`src/rtl/b64sc_pkg.sv`:
```
// shared types, constants and alphabet functions of the base64 stream codec
package b64sc_pkg;

   localparam int QUEUE_DEPTH = 2;

   localparam logic [7:0] PAD_CHAR = 8'h3d;

   localparam logic DIR_ENCODE = 1'b0;
   localparam logic DIR_DECODE = 1'b1;

   localparam logic [0:0] REG_DIRECTION = 1'b0;

   // one released group: up to four result items and the index of the final one
   typedef struct packed {
      logic [3:0][7:0] item;
      logic [1:0]      last_idx;
   } group_rec_type;

   typedef struct packed {
      logic          valid;
      group_rec_type rec;
   } group_push_type;

   function automatic logic [7:0] sextet_char(input logic [5:0] v);
      logic [7:0] c;
      if (v < 6'd26) begin
         c = 8'h41 + {2'b00, v};
      end else if (v < 6'd52) begin
         c = 8'h61 + {2'b00, v} - 8'd26;
      end else if (v < 6'd62) begin
         c = 8'h30 + {2'b00, v} - 8'd52;
      end else if (v == 6'd62) begin
         c = 8'h2b;
      end else begin
         c = 8'h2f;
      end
      return c;
   endfunction

   function automatic logic [5:0] char_sextet(input logic [7:0] c);
      logic [7:0] s;
      if (c >= 8'h41 && c <= 8'h5a) begin
         s = c - 8'h41;
      end else if (c >= 8'h61 && c <= 8'h7a) begin
         s = c - 8'h61 + 8'd26;
      end else if (c >= 8'h30 && c <= 8'h39) begin
         s = c - 8'h30 + 8'd52;
      end else if (c == 8'h2b) begin
         s = 8'd62;
      end else if (c == 8'h2f) begin
         s = 8'd63;
      end else begin
         s = 8'd0;
      end
      return s[5:0];
   endfunction

endpackage

```
`src/rtl/b64sc_front.sv`:
```
// front end: takes input items, collects groups and releases group records
module b64sc_front (
   input  logic                     clock,
   input  logic                     reset,
   input  logic                     direction,
   input  logic                     group_clear,
   input  logic                     item_accept,
   input  logic [7:0]               data_in,
   input  logic                     last_in,
   output b64sc_pkg::group_push_type push
);

   logic [2:0][7:0] buf_ff, buf_in;
   logic [1:0]      pos_ff, pos_in;
   logic [1:0]      n;
   logic [7:0]      b0, b1, b2;
   logic [5:0]      h0, h1, h2, h3;
   logic [1:0]      last_idx;

   always_comb begin
      buf_in = buf_ff;
      pos_in = pos_ff;
      push   = '0;
      n      = (pos_ff == 2'd3) ? 2'd2 : pos_ff;
      // encode operands, the incoming byte stands in for its own slot
      b0 = (n == 2'd0) ? data_in : buf_ff[0];
      b1 = (n == 2'd1) ? data_in : ((n == 2'd2) ? buf_ff[1] : 8'd0);
      b2 = (n == 2'd2) ? data_in : 8'd0;
      h0 = b64sc_pkg::char_sextet(buf_ff[0]);
      h1 = b64sc_pkg::char_sextet(buf_ff[1]);
      h2 = b64sc_pkg::char_sextet(buf_ff[2]);
      h3 = b64sc_pkg::char_sextet(data_in);
      last_idx = 2'd2;
      if (data_in == b64sc_pkg::PAD_CHAR) last_idx = last_idx - 2'd1;
      if (buf_ff[2] == b64sc_pkg::PAD_CHAR) last_idx = last_idx - 2'd1;

      if (item_accept) begin
         if (direction == b64sc_pkg::DIR_ENCODE) begin
            buf_in[n] = data_in;
            if (n == 2'd2 || last_in) begin
               push.valid        = 1'b1;
               push.rec.item[0]  = b64sc_pkg::sextet_char(b0[7:2]);
               push.rec.item[1]  = b64sc_pkg::sextet_char({b0[1:0], b1[7:4]});
               push.rec.item[2]  = (n != 2'd0) ?
                                   b64sc_pkg::sextet_char({b1[3:0], b2[7:6]}) :
                                   b64sc_pkg::PAD_CHAR;
               push.rec.item[3]  = (n == 2'd2) ? b64sc_pkg::sextet_char(b2[5:0]) :
                                                  b64sc_pkg::PAD_CHAR;
               push.rec.last_idx = 2'd3;
               pos_in            = 2'd0;
            end else begin
               pos_in = n + 2'd1;
            end
         end else begin
            if (pos_ff != 2'd3) begin
               buf_in[pos_ff] = data_in;
               // a short group closed by last is dropped
               pos_in = last_in ? 2'd0 : pos_ff + 2'd1;
            end else begin
               push.valid        = 1'b1;
               push.rec.item[0]  = {h0, h1[5:4]};
               push.rec.item[1]  = {h1[3:0], h2[5:2]};
               push.rec.item[2]  = {h2[1:0], h3};
               push.rec.item[3]  = 8'd0;
               push.rec.last_idx = last_idx;
               pos_in            = 2'd0;
            end
         end
      end
      if (group_clear) pos_in = 2'd0;
   end

   always_ff @(posedge clock) begin
      buf_ff <= buf_in;
      if (reset) begin
         pos_ff <= 2'd0;
      end else begin
         pos_ff <= pos_in;
      end
   end

endmodule

```
`src/rtl/b64sc_queue.sv`:
```
// short queue of group records between front and back end
module b64sc_queue #(
   parameter int DEPTH = b64sc_pkg::QUEUE_DEPTH
) (
   input  logic                     clock,
   input  logic                     reset,
   input  b64sc_pkg::group_push_type push,
   input  logic                     pop,
   output logic                     full,
   output b64sc_pkg::group_push_type head
);

   localparam int AW = (DEPTH > 1) ? $clog2(DEPTH) : 1;
   localparam int CW = $clog2(DEPTH + 1);

   b64sc_pkg::group_rec_type mem_ff [DEPTH];
   logic [AW-1:0] wr_ptr_ff, wr_ptr_in;
   logic [AW-1:0] rd_ptr_ff, rd_ptr_in;
   logic [CW-1:0] count_ff, count_in;
   logic          do_push, do_pop;

   assign full       = (count_ff == CW'(DEPTH));
   assign head.valid = (count_ff != '0);
   assign head.rec   = mem_ff[rd_ptr_ff];
   assign do_push    = push.valid && !full;
   assign do_pop     = pop && head.valid;

   always_comb begin
      wr_ptr_in = wr_ptr_ff;
      rd_ptr_in = rd_ptr_ff;
      count_in  = count_ff;
      if (do_push) begin
         wr_ptr_in = (wr_ptr_ff == AW'(DEPTH - 1)) ? '0 : wr_ptr_ff + 1'b1;
      end
      if (do_pop) begin
         rd_ptr_in = (rd_ptr_ff == AW'(DEPTH - 1)) ? '0 : rd_ptr_ff + 1'b1;
      end
      if (do_push && !do_pop) begin
         count_in = count_ff + 1'b1;
      end else if (do_pop && !do_push) begin
         count_in = count_ff - 1'b1;
      end
   end

   always_ff @(posedge clock) begin
      if (do_push) mem_ff[wr_ptr_ff] <= push.rec;
      if (reset) begin
         wr_ptr_ff <= '0;
         rd_ptr_ff <= '0;
         count_ff  <= '0;
      end else begin
         wr_ptr_ff <= wr_ptr_in;
         rd_ptr_ff <= rd_ptr_in;
         count_ff  <= count_in;
      end
   end

endmodule

```
`src/rtl/b64sc_back.sv`:
```
// back end: walks the head record and drives one result per cycle while rsp_tready holds
module b64sc_back (
   input  logic                     clock,
   input  logic                     reset,
   input  b64sc_pkg::group_push_type head,
   output logic                     pop,
   output logic                     rsp_tvalid,
   input  logic                     rsp_tready,
   output logic [7:0]               rsp_tdata,
   output logic                     rsp_tlast
);

   logic [1:0] idx_ff, idx_in;
   logic       valid_ff, valid_in;
   logic [7:0] data_ff, data_in;
   logic       last_ff, last_in;
   logic       load;

   assign load = head.valid && (!valid_ff || rsp_tready);
   assign pop  = load && (idx_ff == head.rec.last_idx);

   always_comb begin
      idx_in   = idx_ff;
      valid_in = valid_ff && !rsp_tready;
      data_in  = data_ff;
      last_in  = last_ff;
      if (load) begin
         valid_in = 1'b1;
         data_in  = head.rec.item[idx_ff];
         last_in  = pop;
         idx_in   = pop ? 2'd0 : idx_ff + 2'd1;
      end
   end

   always_ff @(posedge clock) begin
      data_ff <= data_in;
      last_ff <= last_in;
      if (reset) begin
         idx_ff   <= 2'd0;
         valid_ff <= 1'b0;
      end else begin
         idx_ff   <= idx_in;
         valid_ff <= valid_in;
      end
   end

   assign rsp_tvalid = valid_ff;
   assign rsp_tdata  = data_ff;
   assign rsp_tlast  = last_ff;

endmodule

```
`src/rtl/base64_stream_codec.sv`:
```
// top level of the streaming base64 codec (standard alphabet, '=' padding)
//
// req channel carries one byte (encode) or one character code (decode) per
// transfer, req_tlast closes the stream. rsp channel carries one character
// (encode) or one byte (decode) per transfer, rsp_tlast marks the final
// result caused by one input transfer.
// the csr port holds the direction register at byte address 0 (0 encode,
// 1 decode); any write to it empties the group being collected. write it
// only while the block is idle.
// encode: every third byte, or a byte with req_tlast, releases four
// characters. decode: every fourth character releases one to three bytes;
// a short group closed by req_tlast is dropped.
// path: the front end and the queue write a released group at the input
// transfer edge; the back end then loads its first result into the output
// register, behind any earlier results and any stall on the rsp side.
// throughput: one input transfer per cycle while the queue has room; the
// output register gives one result per cycle, so long encode runs settle at
// four results per three input transfers, paced by the result channel.
// a stalled rsp side fills the two-entry group queue, then req_tready drops.
// reset clears direction, the group, the queue and the output register.
module base64_stream_codec #(
   parameter int QUEUE_DEPTH = b64sc_pkg::QUEUE_DEPTH
) (
   input  logic        clock,
   input  logic        reset,
   // input stream
   input  logic        req_tvalid,
   output logic        req_tready,
   input  logic [7:0]  req_tdata,   // [7:0] data_in
   input  logic        req_tlast,
   // result stream
   output logic        rsp_tvalid,
   input  logic        rsp_tready,
   output logic [7:0]  rsp_tdata,   // [7:0] out_byte
   output logic        rsp_tlast,
   // register port
   input  logic        csr_psel,
   input  logic        csr_penable,
   input  logic        csr_pwrite,
   input  logic [2:0]  csr_paddr,
   input  logic [31:0] csr_pwdata,
   output logic [31:0] csr_prdata,
   output logic        csr_pready
);

   logic                      direction_ff, direction_in;
   logic                      csr_write;
   logic                      dir_write;
   logic                      req_accept;
   logic                      queue_full;
   logic                      queue_pop;
   b64sc_pkg::group_push_type group_push;
   b64sc_pkg::group_push_type queue_head;

   // register port, word aligned, register index in paddr[2]
   assign csr_pready = 1'b1;
   assign csr_write  = csr_psel && csr_penable && csr_pwrite && csr_pready;
   assign dir_write  = csr_write && (csr_paddr[2] == b64sc_pkg::REG_DIRECTION);
   assign csr_prdata = (csr_paddr[2] == b64sc_pkg::REG_DIRECTION) ?
                       {31'd0, direction_ff} : 32'd0;

   always_comb begin
      direction_in = direction_ff;
      if (dir_write) direction_in = csr_pwdata[0];
   end

   always_ff @(posedge clock) begin
      if (reset) begin
         direction_ff <= b64sc_pkg::DIR_ENCODE;
      end else begin
         direction_ff <= direction_in;
      end
   end

   // input side stalls only when the group queue has no room
   assign req_tready = !queue_full;
   assign req_accept = req_tvalid && req_tready;

   b64sc_front u_front (
      .clock       (clock),
      .reset       (reset),
      .direction   (direction_ff),
      .group_clear (dir_write),
      .item_accept (req_accept),
      .data_in     (req_tdata),
      .last_in     (req_tlast),
      .push        (group_push)
   );

   b64sc_queue #(
      .DEPTH (QUEUE_DEPTH)
   ) u_queue (
      .clock (clock),
      .reset (reset),
      .push  (group_push),
      .pop   (queue_pop),
      .full  (queue_full),
      .head  (queue_head)
   );

   b64sc_back u_back (
      .clock      (clock),
      .reset      (reset),
      .head       (queue_head),
      .pop        (queue_pop),
      .rsp_tvalid (rsp_tvalid),
      .rsp_tready (rsp_tready),
      .rsp_tdata  (rsp_tdata),
      .rsp_tlast  (rsp_tlast)
   );

   // a group record is only produced by an accepted input transfer
   a_push_on_accept: assert property (@(posedge clock) disable iff (reset)
      group_push.valid |-> req_accept)
      else $error("group released without input transfer");

   // input stalls only with work waiting in the queue
   a_stall_has_work: assert property (@(posedge clock) disable iff (reset)
      !req_tready |-> queue_head.valid)
      else $error("input stalled with empty queue");

   // a result only starts from a queued record
   a_result_from_queue: assert property (@(posedge clock) disable iff (reset)
      $rose(rsp_tvalid) |-> $past(queue_head.valid))
      else $error("result without queued group");

endmodule

```
`config.mk`:
```
export PLATFORM = sky130hd
export DESIGN_NAME = base64_stream_codec
export DESIGN_NICKNAME = d
export VERILOG_FILES = /design/src/rtl/b64sc_pkg.sv /design/src/rtl/b64sc_front.sv /design/src/rtl/b64sc_queue.sv /design/src/rtl/b64sc_back.sv /design/src/rtl/base64_stream_codec.sv
export SDC_FILE = /design/constraint.sdc
export NUM_CORES = 1
export LEC_CHECK = 0
export BUFFER_PORTS_ARGS = -buffer_cell sky130_fd_sc_hd__buf_2
export CORE_MARGIN = 5
export CORE_UTILIZATION = 35
export CTS_BUF_LIST = sky130_fd_sc_hd__clkbuf_8 sky130_fd_sc_hd__clkbuf_16
export DETAILED_ROUTE_END_ITERATION = 8
export GPL_TIMING_DRIVEN = 1
export HOLD_SLACK_MARGIN = 0.06
export PLACE_DENSITY_LB_ADDON = 0.3
export SYNTH_ARGS = -nofsm -noshare
export SYNTH_HDL_FRONTEND = slang
export SYNTH_SLANG_ARGS = --single-unit
```
`constraint.sdc`:
```
create_clock -name clock -period 3.93 [get_ports clock]
set_input_delay 0.5895 -clock clock [delete_from_list [all_inputs] [get_ports clock]]
set_output_delay 0.5895 -clock clock [all_outputs]
set_load 0.005 [all_outputs]
```
==> run summary <==
The share of final-layout standard cells stronger than drive strength 1 came out at 0.137. The total power after layout came out at 3860 µW. The library cell used most frequently in the layout, excluding fill and tap cells, is edfxtp_1. The first global-routing pass estimated 35,800 µm of wire.

The smallest clock period supported by the final layout is computed as 3.45 ns. The residual antenna-violating net count after detailed routing is 0. Yosys printed 0 warnings. The slowest cell on the critical path is ha_1. The die extent in y came out at 170 µm. The average instance in the mapped netlist occupies roughly 9.5 µm². For the worst-skew pair, the clock arrives at the later sink with an insertion delay of ~0.36 ns. Pin placement for this block handled 95 I/O pins. Entering global routing, the biggest net connects 36 pins. The maximum clock rate is 0.290 GHz. The area enclosed by the die boundary is 28,700 µm². The count of cells resized by post-cts repair is 0.

The hold buffer count at cts came out at 0. Of all cell types, the one taking the most synthesized area is edfxtp_1. The area of combinational cells with multiple inputs is 5060 µm². Once the clock tree was built, the setup fixing pass inserted 0 buffers. TritonCTS built the clock tree. The post-synthesis cell area is 8910 µm².

The root buffer cell chosen for the clock tree is clkbuf_16. The relative slew slack came out at 0.501. The path with the worst hold slack has its endpoint at direction_ff$_SDFFE_PP0P_. The count of antenna diodes in the layout is 0. The total of buffers placed on input and output ports is 29. After clock tree synthesis, the clock-pin slew on the worst setup and hold paths is 0.08 ns. Of the total synthesized cell area, the portion taken by full adders, half adders and majority gates is 0.0927. The synthesized netlist cell count is approximately 940. The worst path arrival time is 3.59 ns. The total of fill cells in the finished design came out at roughly 2,600. The sequential cell area is 3250 µm².

The post-synthesis to final-layout area growth is 7.12%. The worst setup path is captured at a flop. For this design the ratio of total power to cell area is 404 nW/µm².

The synthesized-area fraction occupied by xor and xnor cells is 0.0403. The count of distinct cell types in the synthesized netlist is 92. For the pin with the worst max-slew slack, the measured transition is 0.749 ns. The final count of negative-setup-slack endpoints is 0. The CTS H-tree depth is 3. The clock sink count came out at 112. The critical path is of the reg -> reg type. Of the total synthesized cell area, the portion taken by AND, OR, NAND and NOR gates is 0.162. The initial antenna violation count came out at 0. The library cells used most frequently in the layout, excluding fill and tap cells, are 101 x edfxtp_1, 79 x nor2_1, 71 x nand2_1. The max-slew violation count is 0. In this run the standard cell core region covers 25,100 µm².

The worst voltage drop across the vdd grid came out at ~0.29 mV. The worst endpoint required time is between 4 and 5 ns. The final layout contains routed wiring with a total length of 23,100 µm. The via count of the first global-routing pass was 6,392. The compound-cell area share of the yosys netlist came to 0.193. The worst reg2reg path endpoint is u_queue.mem_ff[0][16]$_DFFE_PP_. The wire-length estimate of the detail-placed layout is 17,200 µm. The total number of vias came out at 7,033. At the end of routability-driven placement, the weighted congestion stood at around 0.90. STA classifies the critical path startpoint as a flop. After synthesis, the share of flip-flops with an asynchronous set or reset is 0. The clock arrives with 0.00831 ns of skew. Setup repair after global routing left no endpoint under its margin.

The total negative setup slack came out at 0 ns. The number of iterations in the first detailed-routing pass came out at 6. For this run, the post-layout net count is 1,070. The number of buffers and inverters on the critical path came out at 3.

The tightest min-delay check is of the in -> reg type. The highest cell delay on the worst timing path is roughly 0.56 ns. The portion of the post-synthesis area used by sequential elements is 0.365. After synthesis, the cell types taking the most area are edfxtp_1 34%, ha_1 9.3%, mux4_2 4.0%, a21oi_1 3.9%, nor2_1 3.4%. The largest buffer count on any clock path came out at 2. Synthesis inferred about 110 register bits. The worst hold path was traced through 3 stages. The number of buffers created by CTS is 9. The leakage power total came out at 0.00360 µW. The startpoint of the worst-slack reg-to-reg timing path is u_front.pos_ff[0]$_SDFFE_PP0P_.

The fraction of synthesized area in multiplexers is 0.0671. Walking the worst path, the cells encountered are inv_1, ha_1, buf_4, mux2i_1, buf_4, ha_1, nand2_1, o21ai_1, a21oi_2, a2111oi_0, a211oi_1, o21ai_1. The maximum fanout count along the critical path came out at 12. For this run, the leading register cell type out of synthesis is edfxtp_1.

The path depth of the worst reg2reg path is 12. The flow ran to the end, and the final reports show no timing, DRC or antenna violations. The overall overflow remaining after global route came out at 0. The final count of hold timing violations came out at 0. Among cell families on the critical path, the largest total delay comes from compound AO/OA/AOI/OAI gates.

The number of max-cap violations is 0. The floorplan has between 50 and 60 rows. After detailed routing, the number of remaining DRC violations is 0. The die is 170 µm wide. The vias per cell came out at approximately 5.5.

For this configuration, the core starts out at a cell density of 0.355. For this block, the initial DRC count from the detailed router was ~760. The synthesized design contains 101 enable-type register cells.

The share of the cycle needed by the critical path after routing is 0.877. Tracing the worst setup path back leads to its startpoint at u_front.pos_ff[0]$_SDFFE_PP0P_. The overall routing resource usage is 0.157.

Across all register-to-register paths, the minimum setup slack is approximately 0.48 ns. By area, the combinational part of the netlist is dominated by compound AO/OA/AOI/OAI gates. The average wire per standard cell is 17.9 µm.

The startpoint identified for the worst hold timing path is csr_pwdata[0]. The share of synthesized area in the top cell type comes to 0.340.
worst max-delay path by stage:
stage                                            to  slack (ns)  cells past startpoint
finish              u_queue.mem_ff[0][16]$_DFFE_PP_        0.48                     12
global route        u_queue.mem_ff[1][31]$_DFFE_PP_        0.23                     11
CTS                 u_queue.mem_ff[0][16]$_DFFE_PP_        0.50                     12
detailed placement  u_queue.mem_ff[1][16]$_DFFE_PP_        0.53                     12
global placement    u_queue.mem_ff[0][16]$_DFFE_PP_        0.58                     12
floorplan            u_queue.mem_ff[0][0]$_DFFE_PP_        0.32                      9
sequential cells by signal, indices dropped and copies added (netlist names), named ones only:
register / count
direction_ff: 1
u_back.idx_ff: 2
u_back.rsp_tdata: 8
u_back.rsp_tlast: 1
u_back.rsp_tvalid: 1
u_front.buf_ff: 24
u_front.pos_ff: 2
u_queue.count_ff: 2
u_queue.mem_ff: 68
u_queue.rd_ptr_ff: 1
u_queue.wr_ptr_ff: 1
synthesized netlist by cell type (10+ instances only):
| cell type | n |
|---|---|
| nand3_1 | 21 |
| edfxtp_1 | 101 |
| inv_1 | 46 |
| a221oi_1 | 11 |
| mux4_2 | 16 |
| ha_1 | 66 |
| mux2i_1 | 10 |
| o21ai_0 | 45 |
| o22ai_1 | 13 |
| nor2_1 | 80 |
| buf_2 | 15 |
| nand2_1 | 71 |
| clkbuf_1 | 18 |
| o21ai_1 | 18 |
| xor2_1 | 16 |
| nor3_1 | 35 |
| a21oi_1 | 70 |
| a31oi_1 | 11 |
| dfxtp_1 | 11 |
| nor2b_1 | 25 |
| buf_4 | 35 |
| xnor2_1 | 25 |
power by group:
part	switching [µW]	internal [µW]	total [µW]
Sequential	110	1530	1640
Combinational	771	557	1330
Clock	447	443	890
stage by stage:
step / setup WS [ns] / instance area [µm²] / utilization / std cells / hold WS, ns
finish: 0.484 / 9540 / 0.380 / 1288 / 0.482
global route: 0.229 / 9540 / 0.380 / 1288 / 0.504
CTS: 0.503 / 9540 / 0.380 / 1288 / 0.481
detailed placement: 0.527 / 9260 / 0.369 / 1272 / 0.479
global placement: 0.580 / 9260 / 0.369 / 1272 / 0.479
floorplan: 0.320 / 9020 / - / 968 / 0.477
worst reg2reg max path: cells and delay by family, from the launching register on:
family,cells,cell delay (ns)
compound gates,5,1.17
simple gates,1,0.07
buf+inv,3,0.64
flops,1,0.35
fa+ha+maj,2,0.78
mux,1,0.23
cell type report:
| cell class | count | share of cell area |
|---|---|---|
| multi-input cells | 722 | 0.531 |
| flip-flops and latches | 112 | 0.341 |
| well taps | 330 | 0.0433 |
| repair buffers | 51 | 0.0325 |
| clock buffers | 9 | 0.0236 |
| inverters | 57 | 0.0224 |
| clock inverters | 7 | 0.00656 |
per-layer routing:
layer | wire length [µm] | GRT usage | up-vias
li1 | - | - | 3416
met1 | 11100 | 0.230 | 3365
met2 | 10400 | 0.244 | 227
met3 | 1260 | 0.0252 | 25
met4 | 317 | 0.0354 | 0
met5 | 0 | 0 | -
logic make-up (layout without fill, tap and decap cells):
family,count (synthesis),after routing
xor gates and xnor gates,41,41
AOI/OAI and AO/OA,256,256
other,2,32
DFF,112,112
adders and majority gates,66,66
and+or+nand+nor,290,290
buffers and inverters,134,124
muxes,37,37
No activity file was read; power rests on OpenSTA's default activity.
